### config.mk
export PLATFORM = sky130hd
export DESIGN_NAME = bfbs_back
export DESIGN_NICKNAME = d
export VERILOG_FILES = /design/src/sv/bfbs_pkg.sv /design/src/sv/bfbs_ram.sv /design/src/sv/bfbs_back.sv
export VERILOG_INCLUDE_DIRS = /design/src /design/src/sv
export SDC_FILE = /design/constraint.sdc
export NUM_CORES = 2
export LEC_CHECK = 0
export ABC_AREA = 1
export ABC_CLOCK_PERIOD_IN_PS = 15500
export BUFFER_PORTS_ARGS = -buffer_cell sky130_fd_sc_hd__buf_4
export CORE_ASPECT_RATIO = 0.6
export CORE_UTILIZATION = 40
export CTS_BUF_LIST = sky130_fd_sc_hd__clkbuf_4 sky130_fd_sc_hd__clkbuf_8
export CTS_CLUSTER_SIZE = 20
export DETAILED_ROUTE_END_ITERATION = 12
export HOLD_SLACK_MARGIN = 0.1
export MAX_ROUTING_LAYER = met4
export SETUP_SLACK_MARGIN = 0.5
export SYNTH_ARGS = -nofsm -noshare
export SYNTH_HDL_FRONTEND = slang
export SYNTH_SLANG_ARGS = --single-unit
export TNS_END_PERCENT = 5
### constraint.sdc
create_clock -name clk -period 15.5 [get_ports clk]
set_input_delay 3.875 -clock clk [delete_from_list [all_inputs] [get_ports clk]]
set_output_delay 3.875 -clock clk [all_outputs]
set_load 0.1 [all_outputs]
### src/sv/bloom_filter_bit_store_assert.svh
// Assertion macros shared by the bit store modules
`ifndef BLOOM_FILTER_BIT_STORE_ASSERT_SVH
`define BLOOM_FILTER_BIT_STORE_ASSERT_SVH
`ifndef ASSERT_OFF
`define BFBS_ASSERT(lbl, prop) \
	lbl: assert property (@(posedge clk) disable iff (!arst_n) (prop)) \
		else $error("bit store assertion failed");
`define BFBS_ASSERT_ALWAYS(lbl, prop) \
	lbl: assert property (@(posedge clk) (prop)) \
		else $error("bit store check failed");
`else
`define BFBS_ASSERT(lbl, prop)
`define BFBS_ASSERT_ALWAYS(lbl, prop)
`endif
`endif

### src/sv/bfbs_pkg.sv
// Types and constants of the Bloom filter bit store
package bfbs_pkg;

	localparam int MAX_BITS    = 4096;
	localparam int WORD_W      = 64;
	localparam int BIT_W       = $clog2(WORD_W);
	localparam int WORD_COUNT  = (MAX_BITS + WORD_W - 1) / WORD_W;
	localparam int WORD_AW     = (WORD_COUNT > 1) ? $clog2(WORD_COUNT) : 1;

	localparam int HASH_W      = 64;
	localparam int FB_W        = 13;
	localparam logic [FB_W-1:0] FB_RESET = 13'd4096;

	// remainder is below the modulus, the modulus is at most MAX_BITS
	localparam int MOD_W       = $clog2(MAX_BITS) + 1;
	localparam int CMP_W       = (FB_W > MOD_W) ? FB_W : MOD_W;

	// remainder unit takes this many hash bits per cycle
	localparam int DIGITS      = 4;
	localparam int STEPS       = HASH_W / DIGITS;
	localparam int CNT_W       = (STEPS > 1) ? $clog2(STEPS) : 1;

	localparam int QDEPTH      = 2;
	localparam int QAW         = $clog2(QDEPTH);

	typedef struct packed {
		logic                is_query;
		logic                last;
		logic [WORD_AW-1:0]  word;
		logic [BIT_W-1:0]    bitpos;
	} job_t;

endpackage

### src/sv/bfbs_ram.sv
// Generic single write port RAM with registered read
module bfbs_ram #(
	parameter int WIDTH = 64,
	parameter int DEPTH = 64,
	parameter int AW    = (DEPTH > 1) ? $clog2(DEPTH) : 1
) (
	input  logic             clk,
	input  logic             we,
	input  logic [AW-1:0]    waddr,
	input  logic [WIDTH-1:0] wdata,
	input  logic             re,
	input  logic [AW-1:0]    raddr,
	output logic [WIDTH-1:0] rdata
);

	logic [WIDTH-1:0] mem_q [DEPTH];
	logic [WIDTH-1:0] rdata_q;

	always_ff @(posedge clk) begin
		if (we) begin
			mem_q[waddr] <= wdata;
		end
		if (re) begin
			rdata_q <= mem_q[raddr];
		end
	end

	assign rdata = rdata_q;

endmodule

### src/sv/bfbs_back.sv
// Back end: word read-modify-write, query tracking and result register
module bfbs_back import bfbs_pkg::*; (
	input  logic clk,
	input  logic arst_n,
	input  logic q_valid,
	input  job_t q_job,
	output logic q_pop,
	output logic result_valid,
	input  logic result_stall,
	output logic absent
);

	`include "bloom_filter_bit_store_assert.svh"

	localparam logic S_IDLE = 1'b0;
	localparam logic S_EXEC = 1'b1;

	logic              state_q;
	job_t              job_q;
	logic              miss_seen_q;
	logic              result_valid_q;
	logic              absent_q;
	logic              vld_q [WORD_COUNT];

	logic [WORD_W-1:0] rdata;
	logic [WORD_W-1:0] cur_word;
	logic [WORD_W-1:0] wdata;
	logic              we;
	logic              hit;
	logic              miss;
	logic              out_free;
	logic              emit;
	logic              finish;

	bfbs_ram #(
		.WIDTH (WORD_W),
		.DEPTH (WORD_COUNT),
		.AW    (WORD_AW)
	) u_ram (
		.clk   (clk),
		.we    (we),
		.waddr (job_q.word),
		.wdata (wdata),
		.re    (q_pop),
		.raddr (q_job.word),
		.rdata (rdata)
	);

	// a word never written since reset reads as zero
	assign cur_word = vld_q[job_q.word] ? rdata : '0;
	assign hit      = cur_word[job_q.bitpos];
	assign miss     = miss_seen_q || !hit;
	assign wdata    = cur_word | (WORD_W'(1) << job_q.bitpos);

	assign out_free = !result_valid_q || !result_stall;
	assign q_pop    = (state_q == S_IDLE) && q_valid;
	assign we       = (state_q == S_EXEC) && !job_q.is_query;
	assign emit     = (state_q == S_EXEC) && job_q.is_query && job_q.last && out_free;
	assign finish   = (state_q == S_EXEC) && (!(job_q.is_query && job_q.last) || out_free);

	assign result_valid = result_valid_q;
	assign absent       = absent_q;

	always_ff @(posedge clk or negedge arst_n) begin
		if (!arst_n) begin
			state_q        <= S_IDLE;
			miss_seen_q    <= 1'b0;
			result_valid_q <= 1'b0;
			for (int i = 0; i < WORD_COUNT; i++) begin
				vld_q[i] <= 1'b0;
			end
		end else begin
			case (state_q)
				S_IDLE: begin
					if (q_pop) begin
						state_q <= S_EXEC;
					end
				end
				S_EXEC: begin
					if (finish) begin
						state_q <= S_IDLE;
						if (job_q.last) begin
							miss_seen_q <= 1'b0;
						end else if (job_q.is_query) begin
							miss_seen_q <= miss;
						end
					end
				end
				default: state_q <= S_IDLE;
			endcase
			if (we) begin
				vld_q[job_q.word] <= 1'b1;
			end
			if (emit) begin
				result_valid_q <= 1'b1;
			end else if (!result_stall) begin
				result_valid_q <= 1'b0;
			end
		end
	end

	always_ff @(posedge clk) begin
		if (q_pop) begin
			job_q <= q_job;
		end
		if (emit) begin
			absent_q <= miss;
		end
	end

	`BFBS_ASSERT(a_write_in_exec, we |-> (state_q == S_EXEC))
	`BFBS_ASSERT(a_emit_clears_miss, emit |=> (result_valid_q && !miss_seen_q))
	`BFBS_ASSERT(a_pop_then_exec, q_pop |=> (state_q == S_EXEC))

endmodule

==> impl_metrics.py <==
metrics = {
    "status": {
        "status": "finished clean",
    },
    "pwr": {
        "finalPower_uw": 22820,
        "p_sw_frac": 0.2405,
        "p_seq_frac": 0.560,
        "p_leak_uw": 0.05913,
        "ir_drop_v": 0.00007942,
        "pwr-share-clk": 0.377,
        "p_sw_uw": 5489,
        "combPwrFrac": 0.064,
        "powerDensity_nw_per_um2": 123.9,
        "internal_power_uw": 17330,
    },
    "cts": {
        "ctsHoldBuffers": 0,
        "cts_buffers": 593,
        "clockBufferDepth": 4,
        "post_cts_buffers": 0,
        "cts_resized": 0,
        "clk_pin_slew_ns": 0.06,
        "cts_tree": "built",
        "clkLatencyLatePin_ns": 1.09,
        "cts-root-buf": "clkbuf_8",
        "h-tree-depth": 6,
        "clkSinkCount": 4242,
    },
    "worst_setup_path": {
        "cpMostUsedCell": "buf_4",
        "rr_endpoint": "u_ram.mem_q[26][27]",
        "regToRegStartpoint": "job_q[7]",
        "worstPathRequired_ns": 11.62,
        "end_kind": "output port",
        "reg2regPathDepth": 7,
        "crit_slowest_cell": "buf_4",
        "max_stage_delay_ns": 0.30,
        "critPathKind": "in -> out",
        "path_cells": "buf_4, inv_1, nor2_4, buf_4",
        "rrSetupSlack_ns": 10.38,
        "arrival_ns": 4.43,
        "worst-path-max-fanout": 2,
        "critPathLaunchType": "primary input",
    },
    "floorplanning": {
        "die_height_um": 500.6,
        "rows": 182,
        "start_util": 0.4032,
        "io_pins": 21,
        "coreArea_sq_um": 411000,
        "die-area_sq_um": 417000,
        "dieWidth_um": 833.0,
    },
    "placement": {
        "routabilityCongestion": 0.8606,
        "dp.cells": 17506,
        "hpwl_um": 265300,
        "placed_cell_area_sq_um": 173100,
        "portBuffers": 20,
    },
    "detailed_routing": {
        "drc": 0,
        "post_drt_wl_per_cell_um": 30.05,
        "vias_per_cell": 6.078,
        "drt-pass1-iter-count": 6,
        "wirelength_um": 557000,
        "dr_total_vias": 112638,
        "final_antenna_net_count": 0,
        "drt_iter0_markers": 19488,
    },
    "logic_synthesis": {
        "yosysUniqueCellTypes": 27,
        "synth_area_sq_um": 165700,
        "synth_top_family_by_area": "compound AO/OA/AOI/OAI gates",
        "synth-seq-cells": 4242,
        "synth.area.mux_share": 0,
        "netlist_instances": 12584,
        "syn_nets": 12602,
        "synth-simple-area-share": 0.07472,
        "ys_seq_area_frac": 0.7666,
        "yosys_warnings": 0,
        "synth_compound_area_frac": 0.1347,
        "synthAdderAreaFrac": 0,
        "avgSynthCellArea_sq_um": 13.17,
        "synth_xor_xnor_area_share": 0,
    },
    "worst_hold_path": {
        "min_to": "vld_q[55]",
        "worstHoldPathType": "reg -> reg",
        "min_path_cells": 2,
        "min_from": "vld_q[55]",
    },
    "timing": {
        "drv_slew": 0,
        "setup_viol": 0,
        "fin_crit_ns": 8.301,
        "fin_skew_ns": 0.09350,
        "fmax_mhz": 120.5,
        "tns_ns": 0,
        "rsz0062_at_grt": "false",
        "hold_slack_ns": 0.4596,
        "relSlewSlack": 0.08221,
        "fin_crit_sh": 0.5355,
        "hold_violations": 0,
        "worstMarginPinSlew_ns": 1.377,
    },
    "grt": {
        "antenna_found_initial": 20,
        "grt_max_degree": 185,
        "grt.total_usage": 0.2655,
        "grt_pass1_vias": 101920,
        "grt.overflow.total": 0,
        "grt_pass1_wl_um": 780700,
    },
    "layout": {
        "fillCellCount": 36913,
        "stdcell_count": 18533,
        "area_delta_synth_final_pct": 11.16,
        "design_area_sq_um": 184200,
        "drive_gt1_frac": 0.1091,
        "layout.nets": 12599,
    },
    "job": {
        "cap_violations": 0,
    },
}
## cell usage in the layout, fill, tap and decap left out, types with 72 or more instances in the layout
master | Yosys | final
buf_4 | 1 | 306
clkbuf_4 | 0 | 221
clkbuf_8 | 0 | 612
clkinv_1 | 7 | 122
edfxtp_1 | 4175 | 4175
nand2_1 | 278 | 278
nor2_1 | 2850 | 2783
o21ai_0 | 2714 | 2650
o22ai_1 | 1272 | 1272
o32ai_1 | 72 | 72
## sequential cells by signal (all words and copies together), names as in the netlist
| signal | flops |
|---|---|
| u_ram.rdata | 64 |
| state_q | 1 |
| u_ram.mem_q | 4096 |
| result_valid | 1 |
| vld_q | 64 |
| absent | 1 |
| job_q | 14 |
| miss_seen_q | 1 |
## final cells by class
type | instances | area (sq um) | share of cell area
flip-flops and latches | 4242 | 127000 | 0.6897
multi-input cells | 7327 | 35920 | 0.1950
clock buffers | 833 | 10080 | 0.05473
well taps | 5520 | 6907 | 0.03749
repair buffers | 338 | 2917 | 0.01583
clock inverters | 183 | 972.2 | 0.005278
inverters | 79 | 339.1 | 0.001841
diodes | 11 | 27.53 | 0.0001494
## how the worst max path moves through the flow
stage	start	end	cells after the start	slack, ns
after floorplan	q_valid	q_pop	2	3.19
after global placement	q_valid	q_pop	4	7.18
after detailed placement	q_job[6]	u_ram.rdata[60]	11	7.18
after CTS	q_valid	q_pop	4	7.20
after global routing	q_valid	q_pop	4	7.17
final	q_valid	q_pop	4	7.20
## stage by stage
stage	setup WS, ns	utilization
4_1_cts	7.197	0.4481
2_1_floorplan	3.192	-
3_5_place_dp	7.178	0.4212
6_report	7.199	0.4482
3_3_place_gp	7.185	0.4211
5_1_grt	7.170	0.4481
## power by group through the flow
stage	clock network (uW)	logic [uW]	registers [uW]
2_1_floorplan	0	869	13000
3_3_place_gp	0	1410	13000
3_5_place_dp	0	1410	13000
4_1_cts	8640	1410	12800
5_1_grt	9130	1550	12800
6_report	8600	1450	12800
## synth_stat cells (all sizes together)
| cell type | instances | share of area |
|---|---|---|
| nor3 | 10 | 0.00030 |
| inv | 72 | 0.0016 |
| nor2 | 2854 | 0.065 |
| o32ai | 72 | 0.0038 |
| buf | 119 | 0.0037 |
| o22ai | 1272 | 0.048 |
| or2 | 33 | 0.0012 |
| nand3b | 1 | 0.000045 |
| edfxtp | 4175 | 0.76 |
| o211ai | 5 | 0.00023 |
| nand2 | 279 | 0.0064 |
| clkinv | 7 | 0.00016 |
| a21oi | 11 | 0.00033 |
| nand3 | 61 | 0.0019 |
| a21boi | 2 | 0.000091 |
| o21ai | 2722 | 0.082 |
| nand4 | 5 | 0.00019 |
| clkbuf | 817 | 0.019 |
| dfrtp | 67 | 0.010 |
## critical path, delay by kind of cell
kind / cells / cell delay (ns)
buf+inv: 3 / 0.43
simple gates: 1 / 0.11
## per-layer routing
metal / track usage / wire length (um)
met5: - / 0
met4: 0.07509 / 17330
met1: 0.3966 / 233200
met3: 0.07485 / 81280
met2: 0.3512 / 225200
## kinds of logic after synthesis
| group | count (synthesis) |
|---|---|
| buf+inv | 1015 |
| compound gates | 4084 |
| flops | 4242 |
| simple gates | 3243 |
Power figures use the tool's default switching activity.
