$ cat src/sv/bloom_filter_bit_store_assert.svh
// Assertion macros shared by the bit store modules
`ifndef BLOOM_FILTER_BIT_STORE_ASSERT_SVH
`define BLOOM_FILTER_BIT_STORE_ASSERT_SVH
`ifndef ASSERT_OFF
`define BFBS_ASSERT(lbl, prop) \
	lbl: assert property (@(posedge clk) disable iff (!arst_n) (prop)) \
		else $error("bit store assertion failed");
`define BFBS_ASSERT_ALWAYS(lbl, prop) \
	lbl: assert property (@(posedge clk) (prop)) \
		else $error("bit store check failed");
`else
`define BFBS_ASSERT(lbl, prop)
`define BFBS_ASSERT_ALWAYS(lbl, prop)
`endif
`endif

$ cat src/sv/bfbs_pkg.sv
// Types and constants of the Bloom filter bit store
package bfbs_pkg;

	localparam int MAX_BITS    = 4096;
	localparam int WORD_W      = 64;
	localparam int BIT_W       = $clog2(WORD_W);
	localparam int WORD_COUNT  = (MAX_BITS + WORD_W - 1) / WORD_W;
	localparam int WORD_AW     = (WORD_COUNT > 1) ? $clog2(WORD_COUNT) : 1;

	localparam int HASH_W      = 64;
	localparam int FB_W        = 13;
	localparam logic [FB_W-1:0] FB_RESET = 13'd4096;

	// remainder is below the modulus, the modulus is at most MAX_BITS
	localparam int MOD_W       = $clog2(MAX_BITS) + 1;
	localparam int CMP_W       = (FB_W > MOD_W) ? FB_W : MOD_W;

	// remainder unit takes this many hash bits per cycle
	localparam int DIGITS      = 4;
	localparam int STEPS       = HASH_W / DIGITS;
	localparam int CNT_W       = (STEPS > 1) ? $clog2(STEPS) : 1;

	localparam int QDEPTH      = 2;
	localparam int QAW         = $clog2(QDEPTH);

	typedef struct packed {
		logic                is_query;
		logic                last;
		logic [WORD_AW-1:0]  word;
		logic [BIT_W-1:0]    bitpos;
	} job_t;

endpackage

$ cat src/sv/bfbs_front.sv
// Front end: accepts hash beats, reduces the hash modulo the filter size
module bfbs_front import bfbs_pkg::*; (
	input  logic              clk,
	input  logic              arst_n,
	input  logic              hash_valid,
	output logic              hash_stall,
	input  logic              mode,
	input  logic [HASH_W-1:0] hash_value,
	input  logic              last_hash,
	input  logic              filter_bits_we,
	input  logic [FB_W-1:0]   filter_bits_wdata,
	output logic              push,
	output job_t              push_job,
	input  logic              q_full
);

	logic [FB_W-1:0]   filter_bits_q;
	logic              busy_q;
	logic              done_q;
	logic [CNT_W-1:0]  cnt_q;
	logic [HASH_W-1:0] hash_q;
	logic [MOD_W-1:0]  rem_q;
	logic [MOD_W-1:0]  mod_q;
	logic              is_query_q;
	logic              last_q;

	logic              accept;
	logic [CMP_W-1:0]  fb_x;
	logic [MOD_W-1:0]  eff_mod;
	logic [MOD_W-1:0]  rem_next;

	always_comb begin
		fb_x = CMP_W'(filter_bits_q);
		if (fb_x == '0) begin
			eff_mod = MOD_W'(1);
		end else if (fb_x > CMP_W'(MAX_BITS)) begin
			eff_mod = MOD_W'(MAX_BITS);
		end else begin
			eff_mod = MOD_W'(fb_x);
		end
	end

	// restoring remainder, DIGITS hash bits per cycle, msb first
	always_comb begin
		logic [MOD_W:0] t;
		rem_next = rem_q;
		for (int i = 0; i < DIGITS; i++) begin
			t = {rem_next, hash_q[HASH_W-1-i]};
			if (t >= {1'b0, mod_q}) begin
				t = t - {1'b0, mod_q};
			end
			rem_next = t[MOD_W-1:0];
		end
	end

	assign hash_stall = busy_q;
	assign accept     = hash_valid && !busy_q;
	assign push       = busy_q && done_q && !q_full;

	assign push_job.is_query = is_query_q;
	assign push_job.last     = last_q;
	assign push_job.word     = rem_q[WORD_AW+BIT_W-1:BIT_W];
	assign push_job.bitpos   = rem_q[BIT_W-1:0];

	always_ff @(posedge clk or negedge arst_n) begin
		if (!arst_n) begin
			filter_bits_q <= FB_RESET;
			busy_q        <= 1'b0;
			done_q        <= 1'b0;
			cnt_q         <= '0;
		end else begin
			if (filter_bits_we) begin
				filter_bits_q <= filter_bits_wdata;
			end
			if (accept) begin
				busy_q <= 1'b1;
				done_q <= 1'b0;
				cnt_q  <= '0;
			end else if (busy_q && !done_q) begin
				cnt_q <= cnt_q + CNT_W'(1);
				if (cnt_q == CNT_W'(STEPS - 1)) begin
					done_q <= 1'b1;
				end
			end else if (push) begin
				busy_q <= 1'b0;
			end
		end
	end

	always_ff @(posedge clk) begin
		if (accept) begin
			hash_q     <= hash_value;
			rem_q      <= '0;
			mod_q      <= eff_mod;
			is_query_q <= mode;
			last_q     <= last_hash;
		end else if (busy_q && !done_q) begin
			hash_q <= hash_q << DIGITS;
			rem_q  <= rem_next;
		end
	end

endmodule

$ cat config.mk
export PLATFORM = sky130hd
export DESIGN_NAME = bfbs_front
export DESIGN_NICKNAME = d
export VERILOG_FILES = /design/src/sv/bloom_filter_bit_store_assert.svh /design/src/sv/bfbs_pkg.sv /design/src/sv/bfbs_front.sv
export SDC_FILE = /design/constraint.sdc
export NUM_CORES = 1
export LEC_CHECK = 0
export BUFFER_PORTS_ARGS = -buffer_cell sky130_fd_sc_hd__buf_2
export CORE_AREA = 2 2 162 164
export CTS_CLUSTER_SIZE = 25
export DETAILED_ROUTE_END_ITERATION = 8
export DIE_AREA = 0 0 164 166
export PLACE_DENSITY = 0.44
export SYNTH_ARGS = -nofsm -noshare
export SYNTH_HDL_FRONTEND = slang
export SYNTH_SLANG_ARGS = --single-unit
$ cat constraint.sdc
create_clock -name clk -period 11.8 [get_ports clk]
set_input_delay 1.77 -clock clk [delete_from_list [all_inputs] [get_ports clk]]
set_output_delay 1.77 -clock clk [all_outputs]
set_load 0.05 [all_outputs]
==> results.toml, run 1 <==
[status]
run_status = "finished, final reports clean"

[route]
wl_um = 18200
drt-vias-per-instance = 4.79
route.vias.total = 5354
antenna_left = 0
routedWlPerCell_um = 16.3
route.detailed.drc = 0
dr.pass1.iters = 4
drt_iter0_markers = 317

[layout]
diodes = 0
drive_gt1_frac = 0.276
fin_nets = 918
syn_to_final_growth_pct = 13.8
n_fill_cell = 2617

[timing]
fin_skew_ps = 16.1
finalCritPeriodShare = 0.850
setup_viol = 0
hold_viol_final = 0
tns_ps = 0
relSlewSlack = 0.341
timing.final.crit_period_ps = 10030
worstMarginPinSlew_ps = 986
max_freq_mhz = 99.7
drv_slew = 0
rsz0062_at_grt = "false"

[cts]
clkTransAtPathRegs_ps = 80
post_cts_buffers = 0
cts_resized = 0
cts_root_buf = "clkbuf_16"
htree_levels = 3
cts_buffers = 9
cts_max_path_buffers = 2
insertion_delay_ps = 360
holdBufCountCts = 0
clock_sinks = 111
cts_tree = "built"

[synthesis]
synth_most_common_cell = "edfxtp_1"
synth_top_area_frac = 0.317
async_reset_ff_frac = 0.171
syn_nets = 840
synthTopCellsByArea = "edfxtp_1 (32%), mux2_2 (11%), ha_1 (8.8%)"
yosysSeqAreaShare = 0.415
ys_seq_elements = 111
synth_edf_count = 79
synthFlopType = "edfxtp_1"
syn-cell-area_um2 = 7490
syn_area_per_cell_um2 = 10.7
synthesis.yosys.warnings = 0
synth_top_cell_by_area = "edfxtp_1"
netlist_top_cells_count = "edfxtp_1 (79), mux2_2 (76), ha_1 (53)"
synth_cell_types = 70
netlist_instances = 699

[worst_setup_path]
end_kind = "flip-flop"
cp_data_arrival_time_ps = 10250
startpoint_type = "flip-flop"
path_delay_family = "compound AO/OA/AOI/OAI gates"
worstPathRequired_ps = 12030
startpoint = "mod_q[0]"
criticalPathCategory = "flip-flop to flip-flop"
cp_slowest_cell = "a211o_1"
path_max_fanout = 22
worst-path-buf-inv = 2
rr_startpoint = "mod_q[0]"
worst_path_largest_cell_delay_ps = 510

[global_route]
antenna_found_initial = 0
grt.overflow.total = 0
grt_first_pass_wirelength_um = 28800
grt_max_degree = 65
grt.total_usage = 0.135
first_global_vias = 5255

[run]
maxCapViolCount = 0

[die]
ios = 100
die-area_um2 = 27200
std_cell_rows = 59
core_um2 = 25600
fp.dieW_um = 164
initial_core_util = 0.293
dieHeight_um = 166

[worst_hold_path]
hp-start = "cnt_q[3]"
min_path_type = "flip-flop to flip-flop"

[placed_design]
portBuffers = 99
dp.final_hpwl_um = 14400
gp_congestion = 0.818
-- per-stage QoR --
step                worst slack [ps]  cells  instance area [µm²]  hold WS, ps  utilization
floorplan                       3040    699                 7490          458            -
detailed placement              1840   1101                 8230          483        0.321
global placement                1990   1101                 8230          485        0.321
finish                          1770   1117                 8530          491        0.333
CTS                             1780   1117                 8530          497        0.333
global route                    1050   1117                 8530          522        0.333
-- logic make-up (layout without fill, tap and decap cells) --
family,Yosys count,after routing,share of synthesized area
xor+xnor,39,39,0.0456
flops,111,111,0.415
buf+inv,75,158,0.0478
simple gates,171,171,0.116
mux,93,93,0.137
fa+ha+maj,57,57,0.0992
compound gates,153,153,0.139
-- flip-flops by register name, indices dropped and copies added, names as in the netlist --
name and count:
mod_q 13, rem_q 13, hash_stall 1, fb_x 13
hash_q 64, done_q 1, is_query_q 1, last_q 1
cnt_q 4
-- cell type report --
class / count / area [µm²] / share of cell area
Tap cell: 335 / 419 / 0.0492
Clock buffer: 9 / 225 / 0.0264
Sequential cell: 111 / 3110 / 0.365
Clock inverter: 7 / 70.1 / 0.00822
Multi-Input combinational cell: 513 / 4030 / 0.473
Timing Repair Buffer: 102 / 518 / 0.0608
Inverter: 40 / 150 / 0.0176
-- metal layers --
layer | track usage | vias to the layer above | routed length [µm]
met5 | 0 | - | 0
met1 | 0.191 | 2550 | 8870
met4 | 0.0240 | 0 | 131
met2 | 0.217 | 84 | 8660
met3 | 0.0225 | 7 | 576
li1 | - | 2713 | -
-- layout by cell type (no fill, tap or decap), types with 13 or more instances in the layout --
cell	count
inv_1	39
edfxtp_1	79
buf_2	99
ha_1	53
xor2_1	21
mux2i_1	17
a21oi_1	41
nor2_1	38
xnor2_1	18
nor2b_1	19
o21ai_0	26
mux2_2	76
dfrtp_1	18
dfxtp_1	13
nand2_1	46
-- worst paths after layout --
check,cells past startpoint,endpoint,slack [ps]
setup / recovery,38,rem_q[8],1770
hold / removal,1,cnt_q[3],490
setup reg to reg,38,rem_q[8],1770
hold reg to reg,1,cnt_q[3],490
max in group asynchronous,1,fb_x[12],10110
min in group asynchronous,1,fb_x[2],1350
Power of run 1 is left out: the tool's default activity adds up to more than one toggle a clock period on the data nets, which glitch-free logic cannot reach.
==> run 2, diff against run 1 <==
Settings changed: PLACE_DENSITY 0.44 to 0.46.
Clock period 11.8 ns to 9.1 ns, I/O delays scaled along.
==> results.toml, run 2 (synthesized netlist as in run 1, its figures left out) <==
[timing]
relSlewSlack = 0.429
fin_skew_ps = 13.8
finalCritPeriodShare = 0.951
tns_ps = 0
rsz0062_at_grt = "false"
max_freq_mhz = 116
drv_slew = 0
worstMarginPinSlew_ps = 857
timing.final.crit_period_ps = 8650
setup_ws_ps = 447
setup_viol = 0
hold_viol_final = 0

[run]
maxCapViolCount = 0

[worst_setup_path]
rr_worst_depth = 37
timing.rr.end = "rem_q[8]"
worstPathRequired_ps = 9320
path_depth = 37
cp_data_arrival_time_ps = 8880
path_max_fanout = 22
ff2ff_setup_slack_ps = 450
rr_startpoint = "mod_q[0]"
criticalPathCategory = "flip-flop to flip-flop"
worst_path_largest_cell_delay_ps = 490
cp_slowest_cell = "edfxtp_1"
critPathMostFrequentCell = "ha_1"
end_kind = "flip-flop"
path_delay_family = "compound AO/OA/AOI/OAI gates"
startpoint_type = "flip-flop"
worst-path-buf-inv = 1

[worst_hold_path]
whs_endpoint = "cnt_q[3]"
holdPathStages = 1
hp-start = "cnt_q[3]"
min_path_type = "flip-flop to flip-flop"

[die]
initial_core_util = 0.293
dieHeight_um = 166
fp.dieW_um = 164
core_um2 = 25600
ios = 100
die-area_um2 = 27200
std_cell_rows = 59

[placed_design]
gp_congestion = 0.834
post-place-ws_ps = -126
placed_cells = 1132
dp.final_hpwl_um = 15200
portBuffers = 99

[global_route]
grt_first_pass_wirelength_um = 29900
grt.overflow.total = 0
antenna_found_initial = 0
grt.total_usage = 0.142
first_global_vias = 5553
grt_max_degree = 69

[route]
drt_iter0_markers = 285
antenna_left = 0
drt-met1-wl_um = 9030
dr.pass1.iters = 4
wl_um = 19200
met3_length_um = 1030
drt-vias-per-instance = 4.80
route.met2.wl_um = 8830
routedWlPerCell_um = 16.6
highest_layer = "met4"
route.vias.total = 5546
route.detailed.drc = 0

[layout]
stdcell_count = 1155
top_register = "hash_q"
largest_register_ffs = 64
drive_gt1_frac = 0.322
fin_nets = 956
diodes = 0
syn_to_final_growth_pct = 18.1
final_common_cell = "buf_2"
finish.utilization = 0.346
final_cell_mix = "buf_2 (99), edfxtp_1 (79), mux2_2 (76)"

[cts]
cts_max_path_buffers = 2
cts_tree = "built"
cts_root_buf = "clkbuf_16"
insertion_delay_ps = 360
htree_levels = 3
clkTransAtPathRegs_ps = 80
cts_buffers = 9
clock_sinks = 111

[status]
run_status = "finished, final reports clean"
## run 2: changes by cell type in the layout (fill, tap and decap cells not counted), sizes merged
cell / delta
clkinv: -1
a211o: +1
clkinvlp: +1
buf: +37
## run 2: cell type report
| class | instances | area [µm²] |
|---|---|---|
| Tap cell | 335 | 419 |
| Inverter | 40 | 150 |
| Timing Repair Buffer | 139 | 796 |
| Multi-Input combinational cell | 514 | 4080 |
| Sequential cell | 111 | 3110 |
| Clock buffer | 9 | 225 |
| Clock inverter | 7 | 68.8 |
| Fill cell | 2628 | 16800 |
## run 2: worst max path at each step
stage,startpoint,end,slack (ps)
final,mod_q[0],rem_q[8],450
after CTS,mod_q[0],rem_q[7],110
after global placement,mod_q[0],rem_q[6],-80
after floorplan,mod_q[0],rem_q[2],340
after global routing,mod_q[0],rem_q[2],40
after detailed placement,mod_q[0],rem_q[7],-130
## run 2: per-stage QoR
| stage | hold slack (ps) | instance area (µm²) |
|---|---|---|
| 2_1_floorplan | 458 | 7490 |
| 4_1_cts | 508 | 8760 |
| 5_1_grt | 534 | 8850 |
| 3_5_place_dp | 493 | 8460 |
| 3_3_place_gp | 487 | 8460 |
| 6_report | 513 | 8850 |
## run 2: per-layer routing
layer  track usage  vias to the layer above
met4        0.0397                        0
met1         0.198                     2635
li1              -                     2786
met3        0.0305                       17
met5             0                        -
met2         0.221                      108
## run 2: repair_timing
item                                    in CTS  in global routing
hold buffers                                 0                  0
buffers inserted                             0                  6
resized for setup                            1                 11
pin swaps                                    0                  2
endpoints found under the setup margin      12                 13
cloned                                       0                  1
Power of run 2 is left out for the same reason.
