## src/sv/bloom_filter_bit_store_assert.svh

```systemverilog
// Assertion macros shared by the bit store modules
`ifndef BLOOM_FILTER_BIT_STORE_ASSERT_SVH
`define BLOOM_FILTER_BIT_STORE_ASSERT_SVH
`ifndef ASSERT_OFF
`define BFBS_ASSERT(lbl, prop) \
	lbl: assert property (@(posedge clk) disable iff (!arst_n) (prop)) \
		else $error("bit store assertion failed");
`define BFBS_ASSERT_ALWAYS(lbl, prop) \
	lbl: assert property (@(posedge clk) (prop)) \
		else $error("bit store check failed");
`else
`define BFBS_ASSERT(lbl, prop)
`define BFBS_ASSERT_ALWAYS(lbl, prop)
`endif
`endif

```

## src/sv/bfbs_pkg.sv

```systemverilog
// Types and constants of the Bloom filter bit store
package bfbs_pkg;

	localparam int MAX_BITS    = 4096;
	localparam int WORD_W      = 64;
	localparam int BIT_W       = $clog2(WORD_W);
	localparam int WORD_COUNT  = (MAX_BITS + WORD_W - 1) / WORD_W;
	localparam int WORD_AW     = (WORD_COUNT > 1) ? $clog2(WORD_COUNT) : 1;

	localparam int HASH_W      = 64;
	localparam int FB_W        = 13;
	localparam logic [FB_W-1:0] FB_RESET = 13'd4096;

	// remainder is below the modulus, the modulus is at most MAX_BITS
	localparam int MOD_W       = $clog2(MAX_BITS) + 1;
	localparam int CMP_W       = (FB_W > MOD_W) ? FB_W : MOD_W;

	// remainder unit takes this many hash bits per cycle
	localparam int DIGITS      = 4;
	localparam int STEPS       = HASH_W / DIGITS;
	localparam int CNT_W       = (STEPS > 1) ? $clog2(STEPS) : 1;

	localparam int QDEPTH      = 2;
	localparam int QAW         = $clog2(QDEPTH);

	typedef struct packed {
		logic                is_query;
		logic                last;
		logic [WORD_AW-1:0]  word;
		logic [BIT_W-1:0]    bitpos;
	} job_t;

endpackage

```

## src/sv/bfbs_queue.sv

```systemverilog
// Short job queue between front and back
module bfbs_queue import bfbs_pkg::*; (
	input  logic clk,
	input  logic arst_n,
	input  logic push,
	input  job_t push_job,
	output logic full,
	input  logic pop,
	output logic q_valid,
	output job_t q_job
);

	`include "bloom_filter_bit_store_assert.svh"

	job_t            ent_q [QDEPTH];
	logic [QAW-1:0]  wr_ptr_q;
	logic [QAW-1:0]  rd_ptr_q;
	logic [QAW:0]    count_q;

	assign full    = (count_q == (QAW+1)'(QDEPTH));
	assign q_valid = (count_q != '0);
	assign q_job   = ent_q[rd_ptr_q];

	always_ff @(posedge clk or negedge arst_n) begin
		if (!arst_n) begin
			wr_ptr_q <= '0;
			rd_ptr_q <= '0;
			count_q  <= '0;
		end else begin
			if (push) begin
				wr_ptr_q <= wr_ptr_q + QAW'(1);
			end
			if (pop) begin
				rd_ptr_q <= rd_ptr_q + QAW'(1);
			end
			case ({push, pop})
				2'b10: count_q <= count_q + (QAW+1)'(1);
				2'b01: count_q <= count_q - (QAW+1)'(1);
				default: count_q <= count_q;
			endcase
		end
	end

	always_ff @(posedge clk) begin
		if (push) begin
			ent_q[wr_ptr_q] <= push_job;
		end
	end

	`BFBS_ASSERT(a_no_overflow, !(push && full))
	`BFBS_ASSERT(a_no_underflow, pop |-> q_valid)

endmodule

```

## config.mk

```make
export PLATFORM = sky130hd
export DESIGN_NAME = bfbs_queue
export DESIGN_NICKNAME = d
export VERILOG_FILES = /design/src/sv/bfbs_pkg.sv /design/src/sv/bfbs_queue.sv
export VERILOG_INCLUDE_DIRS = /design/src /design/src/sv
export SDC_FILE = /design/constraint.sdc
export NUM_CORES = 1
export LEC_CHECK = 0
export BUFFER_PORTS_ARGS = -buffer_cell sky130_fd_sc_hd__buf_2
export CAP_MARGIN = 20
export CORE_MARGIN = 2
export CORE_UTILIZATION = 45
export DETAILED_ROUTE_END_ITERATION = 12
export PLACE_DENSITY = 0.82
export SLEW_MARGIN = 40
export SYNTH_ARGS = -nofsm -noshare
export SYNTH_HDL_FRONTEND = slang
export SYNTH_SLANG_ARGS = --single-unit
```

## constraint.sdc

```tcl
create_clock -name clk -period 4.3 [get_ports clk]
set_input_delay 0.645 -clock clk [delete_from_list [all_inputs] [get_ports clk]]
set_output_delay 0.645 -clock clk [all_outputs]
set_load 0.02 [all_outputs]
```

==> results of run 1 <==
## logic make-up (layout without fill, tap and decap cells)
group | after synthesis | in the layout | synth area share
mux | 14 | 14 | 0.153
simple gates | 5 | 5 | 0.0210
xor+xnor | 5 | 5 | 0.0350
flops | 32 | 32 | 0.753
fa+ha+maj | 1 | 1 | 0.0100
buf+inv | 3 | 42 | 0.0280
## critical path, stage by stage, from the launching register on
cell,delay (ns)
dfrtp_1,0.85
mux2_2,0.42
buf_2,0.16
## registers in the layout (all words and copies together) (netlist names)
register,cells
ent_q,28
wr_ptr_q,1
count_q,2
rd_ptr_q,1
## cells in the mapped netlist
master,n
and2_1,1
buf_12,1
buf_6,1
dfrtp_1,4
edfxtp_1,28
ha_1,1
inv_1,1
mux2_2,5
mux2_4,9
nor2_1,2
nor2b_1,1
or2_2,1
xnor2_1,2
xor2_1,3
## how the worst min path moves through the flow
stage	start	cells past startpoint	slack, ns	endpoint
after floorplan	arst_n	0	0.35	count_q[0]
after global placement	arst_n	1	0.45	wr_ptr_q
after detailed placement	arst_n	1	0.46	count_q[1]
after CTS	arst_n	1	0.11	count_q[0]
after global routing	arst_n	1	0.1	count_q[0]
final	arst_n	1	0.11	count_q[0]
## area by class of cell
cell class,count,area (µm²)
fill,217,1210
sequential,32,941
multi-input combinational,25,277
timing repair buffer,33,165
clock buffer,7,45.0
tap,31,38.8
clock inverter,1,5.00
inverter,1,3.75
## layer usage
metal	vias up	part of all wire	routed length (µm)
met1	281	0.36	627
li1	301	-	-
met2	23	0.54	954
met3	4	0.079	139
met5	-	0	0
met4	0	0.021	37
## power groups by stage
stage	Sequential (W)	Clock [W]	Combinational, W
6_report	0.000479	0.000148	0.000314
5_1_grt	0.000489	0.000167	0.000336
4_1_cts	0.000481	0.000153	0.000320
3_5_place_dp	0.000488	0	0.000321
3_3_place_gp	0.000479	0	0.000312
2_1_floorplan	0.000445	0	0.000291
## cells in the final DEF, fill, tap and decap left out, types with 2 or more instances in the layout
cell type / n
xor2_1: 3
clkbuf_1: 2
edfxtp_1: 28
mux2_4: 9
clkbuf_4: 5
buf_2: 33
dfrtp_1: 4
mux2_2: 5
xnor2_1: 2
## metrics by stage
stage	util	instances
floorplan	-	60
global placement	0.530	122
detailed placement	0.531	122
CTS	0.549	130
global route	0.549	130
finish	0.549	130
==> reports/metrics.cfg, run 1 <==
[run_status]
status=finished, final reports clean

[sta]
fin_crit_sh=0.556
hold_violations=0
relSlewSlack=0.483
tightest_slew_ns=0.776
holdWs_ns=0.111
setup_tns_ns=0
finClkSkew_ns=0.00853
period_needed_ns=2.39
setup_slack_ns=1.91
maxSlewViolCount=0
setup_viol=0
rsz0062_at_grt=no
fmax_mhz=418

[worst_setup_path]
critical_path_class=reg -> out
crit_path_start_kind=flip-flop
r2r_start=wr_ptr_q
critPathLaunch=rd_ptr_q
r2r-end=ent_q[0][8]
arrival_ns=1.75
worstSetupEndpoint=q_job[13]
r2r_slack_ns=2.93
critical_path_required_ns=3.65
r2r_cells=1
endpoint_kind=primary output
cp_max_fo=15

[synth]
synth_top_cell_area_share=0.673
synth-seq-cells=32
yosysWarnings=0
synth_cells=60
synth-seq-area-share=0.753
syn_nets=79
ys_top_cells_by_area=edfxtp_1 (67%), mux2_4 (11%), dfrtp_1 (8.0%)
netlist.top_cell.by_area=edfxtp_1
syn_area_um2=1250
synth.avg_cell_area_um2=20.8
yosysUniqueCellTypes=14

[power_and_ir_drop]
clock_power_share=0.158
p_sw_w=0.000305
internal_power_w=0.000636
p_total_w=0.000941
p_leak_nw=0.604
seqPwrFrac=0.508
comb_power_share=0.334
ir_drop_mv=0.401
netSwitchingFraction=0.325
powerDensity_nw_per_um2=638

[final_layout]
syn2layout_area_growth_pct=18.0
drive_above_1_share=0.556
diodes=0
fin_area_um2=1480
final_nets=117

[die]
initial_core_util=0.465
rows=19
core_um2=2690
io_pins=34
die_area_um2=3220
die_width_um=56.7
die_h_um=56.7

[cts]
clock_sinks=32
numCtsBuffers=5
post_cts_resized=0
h-tree-depth=2
insertion_delay_ns=0.31
cts_hold_buffers=0
cts_setup_buffers=0
clock_path_buffers=2
cts_tree=done
cts-root-buf=clkbuf_4
clk_pin_slew_ns=0.09

[detailed_routing]
drt_iter0_drc=15
drcViolationCount=0
vias=609
drt_first_pass_iters=3
ant_nets=0
via_per_inst=4.68
totalWireLength_mm=1.76
wl_per_cell_um=13.5

[placed_design]
gp_congestion=0.641
place_area_um2=1430
dp_slack_ns=2.23
dp_hpwl_mm=1.31
io_buffer_count=33

[grt]
grtUsageMet2=0.204
use_met1=0.113
grt_pass1_wl_mm=2.64
first_global_vias=619
top_usage_layer=met2
grt_usage=0.120
antenna_found_initial=0
grt_util_met3=0.0599
grt_overflow=0
grt_max_degree=16

[flow_run]
timing.max_cap.violations=0

[hold_path]
min_path_type=in -> async

No activity file was read; power rests on OpenSTA's default activity.
==> inputs of run 2 (changes only) <==
Clock period 4.3 ns to 2.26 ns, I/O delays scaled along.
==> run 2 against run 1 <==
Net effect: worst setup slack got worse by 1.6 ns; worst hold slack improved by 0.10 ns; clock skew is 0.0044 ns lower; global-route usage rose by 0.87 points; critical path depth is 1 higher; sequential share of layout area is 1.3 points lower; combinational power grew 110%; die area unchanged; critical path type unchanged.
==> reports/metrics.cfg, run 2 (synthesis results as in run 1) <==
[cts]
cts_setup_buffers=0  ; unchanged
clock_sinks=32  ; unchanged
cts_tree=done
h-tree-depth=2  ; unchanged
clock_path_buffers=2  ; unchanged
clk_pin_slew_ns=0.08  ; about the same
numCtsBuffers=5  ; unchanged
insertion_delay_ns=0.31  ; about the same
cts-root-buf=clkbuf_4

[final_layout]
syn2layout_area_growth_pct=20.5
layout_common_cells=buf_2 (33), edfxtp_1 (28), mux2_4 (9), mux2_2 (5), clkbuf_4 (5)
drive_above_1_share=0.549  ; -0.00654
final_nets=120  ; +2.6%
top_register=ent_q
diodes=0  ; unchanged
largest_reg_flops=28  ; unchanged
final_common_cell=buf_2
top_regs=ent_q (28), count_q (2)

[grt]
antenna_found_initial=0  ; unchanged
grt_pass1_wl_mm=2.91  ; +10%
grt_usage=0.128  ; +0.00871
first_global_vias=651  ; +5.2%
grt_max_degree=15  ; -1
grt_overflow=0  ; unchanged

[sta]
setup_slack_ns=0.290  ; -1.62 ns
hold_violations=0  ; unchanged
maxSlewViolCount=0  ; unchanged
setup_tns_ns=0  ; unchanged
fin_crit_sh=0.872
period_needed_ns=1.97
relSlewSlack=0.569  ; +0.0863
setup_viol=0  ; unchanged
rsz0062_at_grt=no
fmax_mhz=508
tightest_slew_ns=0.646  ; -0.130 ns
finClkSkew_ns=0.00409  ; -0.00444 ns

[worst_setup_path]
critical_path_required_ns=1.92  ; -1.73 ns
critical_path_class=reg -> out
cp_max_fo=9  ; -6
arrival_ns=1.63  ; -0.12 ns
endpoint_kind=primary output
crit_path_start_kind=flip-flop

[power_and_ir_drop]
p_total_w=0.00184  ; +95%
ir_drop_mv=0.867  ; +120%
p_leak_nw=0.621  ; +2.9%
powerDensity_nw_per_um2=1220  ; +91%

[detailed_routing]
vias=618  ; +1.5%
via_per_inst=4.65  ; -0.81%
drt_iter0_drc=17  ; +2
wl_per_cell_um=13.4  ; -1.1%
drcViolationCount=0  ; unchanged
ant_nets=0  ; unchanged
totalWireLength_mm=1.78  ; +1.2%
drt_first_pass_iters=6  ; +3

[die]
core_um2=2690  ; unchanged
initial_core_util=0.465  ; unchanged
die_h_um=56.7  ; unchanged
io_pins=34  ; unchanged
rows=19  ; unchanged
die_width_um=56.7  ; unchanged
die_area_um2=3220  ; unchanged

[hold_path]
min_path_type=in -> reg

[placed_design]
dp_hpwl_mm=1.37  ; +4.0%
io_buffer_count=33  ; unchanged
dp_slack_ns=0.608  ; -1.62 ns
gp_congestion=0.591  ; -7.7%

[run_status]
status=finished, final reports clean

[flow_run]
timing.max_cap.violations=0  ; unchanged

run 2: what timing repair did:
action	CTS	global route
endpoints found under the hold margin	4	0
hold buffers	1	0
gates resized for setup	0	0
run 2: layout make-up:
type / count / area (µm²)
fill: 225 / 1180
inverter: 1 / 3.75
tap: 31 / 38.8
multi-input combinational: 25 / 274
timing repair buffer: 36 / 190
clock buffer: 8 / 58.8
sequential: 32 / 941
run 2: path summary, 6_finish.rpt:
kind                         startpoint            to  slack (ns)  cells past startpoint
setup / recovery               rd_ptr_q     q_job[11]        0.29                      3
hold / removal             push_job[12]  ent_q[0][12]        0.21                      1
setup reg to reg               wr_ptr_q   ent_q[1][8]        0.95                      1
hold reg to reg                wr_ptr_q      wr_ptr_q        0.50                      1
max in group asynchronous        arst_n      rd_ptr_q        1.79                      2
min in group asynchronous        arst_n    count_q[0]        0.35                      2
run 2: stage by stage:
step	instances	utilization	cell area, µm²	hold WS [ns]
after floorplan	60	-	1250	0.0434
after detailed placement	124	0.535	1440	0.155
after global routing	133	0.561	1510	0.195
after global placement	124	0.535	1440	0.153
final	133	0.561	1510	0.214
after CTS	133	0.561	1510	0.201
run 2: layer usage:
layer | track usage | part of all wire
met5 | 0 | 0
met4 | 0.0510 | 0.018
met3 | 0.0714 | 0.080
met2 | 0.218 | 0.53
met1 | 0.130 | 0.37
run 2: where the power goes:
part           internal (W)  switching, W  total [W]
logic              0.000306      0.000341   0.000647
registers          0.000795     0.0000809   0.000876
clock network      0.000153      0.000160   0.000314
run 2: critical path, stage by stage, from the launching register on:
cell     delay (ns)
dfrtp_1        0.58
buf_4          0.27
mux2_4         0.31
buf_2          0.16
==> inputs of run 3 (changes only) <==
Settings changed: ABC_AREA set to 1.
==> run 3 against run 2 <==
Net effect: non-clock buffer count unchanged; routed wire length up 6.0%; via count up 28%; die area up 0.55%; fmax up 16%; clock-buffer cell count down 1; worst setup slack better by 0.27 ns; critical path depth down 1; global-route usage up 0.80 points; combinational power down 6.6%; clock skew up 0.0088 ns.
==> reports/metrics.cfg, run 3 <==
[final_layout]
instances_no_fill=169  ; +27%
top_regs=ent_q (28), count_q (2)
largest_reg_flops=28  ; unchanged
final_common_cell=buf_2
top_register=ent_q
fin_area_um2=1510  ; about the same
drive_above_1_share=0.312  ; -0.237
final_nets=156  ; +30%
diodes=0  ; unchanged
layout_common_cells=buf_2 (33), edfxtp_1 (28), inv_1 (20), nand2_1 (20), o21ai_0 (12)
syn2layout_area_growth_pct=19.7
nFillCells=234  ; +4.0%

[sta]
hold_violations=0  ; unchanged
finClkSkew_ns=0.0129  ; +0.00876 ns
setup_slack_ns=0.558  ; +0.268 ns
maxSlewViolCount=0  ; unchanged
fmax_mhz=588  ; +16%
tightest_slew_ns=0.528  ; -0.118 ns
setup_tns_ns=0  ; unchanged
rsz0062_at_grt=no
setup_viol=0  ; unchanged
relSlewSlack=0.648  ; +0.0785
fin_crit_sh=0.753  ; -0.119
period_needed_ns=1.70  ; -0.268 ns

[synth]
netlist.top_cell.by_area=edfxtp_1
synth_common_cells=edfxtp_1 (28), inv_1 (20), nand2_1 (20)
synth.avg_cell_area_um2=13.0  ; -38%
synth_cells=97  ; +62%
synth-seq-area-share=0.748  ; -0.00449
yosysWarnings=0  ; unchanged
synth-seq-cells=32  ; unchanged
synth_edf_count=28  ; unchanged
yosysMostFrequentCell=edfxtp_1
yosysUniqueCellTypes=15  ; +1
async_flop_share=0.125  ; unchanged
syn_nets=116  ; +47%
synth_flop_cell=edfxtp_1
ys_top_cells_by_area=edfxtp_1 (67%), dfrtp_1 (8.0%), inv_1 (6.0%)
syn_area_um2=1260  ; +0.60%
synth_top_cell_area_share=0.669  ; -0.00402

[cts]
cts_setup_buffers=0  ; unchanged
h-tree-depth=2  ; unchanged
clock_sinks=32  ; unchanged
clk_pin_slew_ns=0.09  ; about the same
insertion_delay_ns=0.32  ; about the same
cts-root-buf=clkbuf_4
clock_path_buffers=2  ; unchanged
cts_tree=done
cts_hold_buffers=1  ; unchanged
numCtsBuffers=5  ; unchanged
post_cts_resized=0  ; unchanged

[grt]
grt_pass1_wl_mm=3.15  ; +8.1%
grt_overflow=0  ; unchanged
grt_usage=0.136  ; +0.00801
antenna_found_initial=0  ; unchanged
grt_max_degree=30  ; +15
first_global_vias=740  ; +14%

[placed_design]
dp_slack_ns=0.601  ; -0.00722 ns
io_buffer_count=33  ; unchanged
dp_hpwl_mm=1.34  ; -1.9%
place_area_um2=1450  ; +0.52%
gp_congestion=0.701  ; +19%
dp.cells=160  ; +29%

[worst_setup_path]
critical_path_required_ns=1.92  ; about the same
crit_slowest_cell=dfrtp_2
crit_family=flip-flops
endpoint_kind=primary output
crit_path_start_kind=flip-flop
arrival_ns=1.36  ; -0.27 ns
critical_path_class=reg -> out
path_buf_inv=1  ; -1
slowest_delay_ns=0.58  ; about the same
cp_max_fo=29  ; +20
path_cells=o21ai_0 > buf_2

[detailed_routing]
ant_nets=0  ; unchanged
vias=789  ; +28%
drt_first_pass_iters=4  ; -2
via_per_inst=4.67  ; +0.47%
drcViolationCount=0  ; unchanged
wl_per_cell_um=11.2  ; -17%
drt_iter0_drc=51  ; +34
totalWireLength_mm=1.89  ; +6.0%

[power_and_ir_drop]
ir_drop_mv=0.656  ; -24%
powerDensity_nw_per_um2=1190  ; -2.3%
p_total_w=0.00179  ; -2.4%
p_leak_nw=0.683  ; +9.9%

[die]
die_area_um2=3230  ; +0.55%
initial_core_util=0.464  ; -0.00131
core_um2=2710  ; +0.88%
die_h_um=56.9  ; +0.27%
io_pins=34  ; unchanged
die_width_um=56.9  ; +0.27%
rows=19  ; unchanged

[hold_path]
min_path_type=in -> reg

[run_status]
status=finished, final reports clean

[flow_run]
timing.max_cap.violations=0  ; unchanged

-- run 3: cell types whose count changed after synthesis, sizes merged, moves of 14 or more --
cell   before  now
nand2       0   20
inv         1   20
mux2       14    0
o21ai       0   14
-- run 3: area by class of cell --
class,count,area (µm²),share of cell area
flip-flops and latches,32,942,0.626
multi-input cells,42,210,0.140
repair buffers,36,190,0.126
inverters,20,75.1,0.0499
clock buffers,7,45.0,0.0299
well taps,31,38.8,0.0258
clock inverters,1,3.75,0.00249
-- run 3: logic make-up after synthesis --
| kind of cell | after synthesis | synth area share |
|---|---|---|
| AOI/OAI and AO/OA | 14 | 0.0617 |
| xor gates and xnor gates | 3 | 0.0209 |
| adders and majority gates | 1 | 0.00995 |
| buffers and inverters | 23 | 0.0846 |
| DFF | 32 | 0.748 |
| and+or+nand+nor | 24 | 0.0746 |
-- run 3: stage by stage --
step / utilization / hold slack (ns)
6_report: 0.555 / 0.204
5_1_grt: 0.555 / 0.168
4_1_cts: 0.555 / 0.185
3_5_place_dp: 0.533 / 0.151
3_3_place_gp: 0.533 / 0.147
2_1_floorplan: - / 0.0434
-- run 3: path summary, 6_finish.rpt --
| kind | from | to | slack, ns | cells past startpoint |
|---|---|---|---|---|
| hold reg to reg | wr_ptr_q | wr_ptr_q | 0.50 | 1 |
| min in group asynchronous | arst_n | wr_ptr_q | 0.34 | 2 |
| hold / removal | push_job[0] | ent_q[0][0] | 0.20 | 1 |
| max in group asynchronous | arst_n | rd_ptr_q | 1.77 | 2 |
| setup / recovery | rd_ptr_q | q_job[12] | 0.56 | 2 |
| setup reg to reg | wr_ptr_q | ent_q[1][4] | 1.05 | 2 |
-- run 3: power breakdown --
group	internal, W	switching, W
Clock	0.000119	0.000165
Combinational	0.000210	0.000394
Sequential	0.000795	0.000110
-- run 3: layer usage --
layer  routed length, µm  GRT usage
met5                   0          0
met4                  25     0.0498
met3                 160     0.0737
met2                 909      0.206
met1                 790      0.166
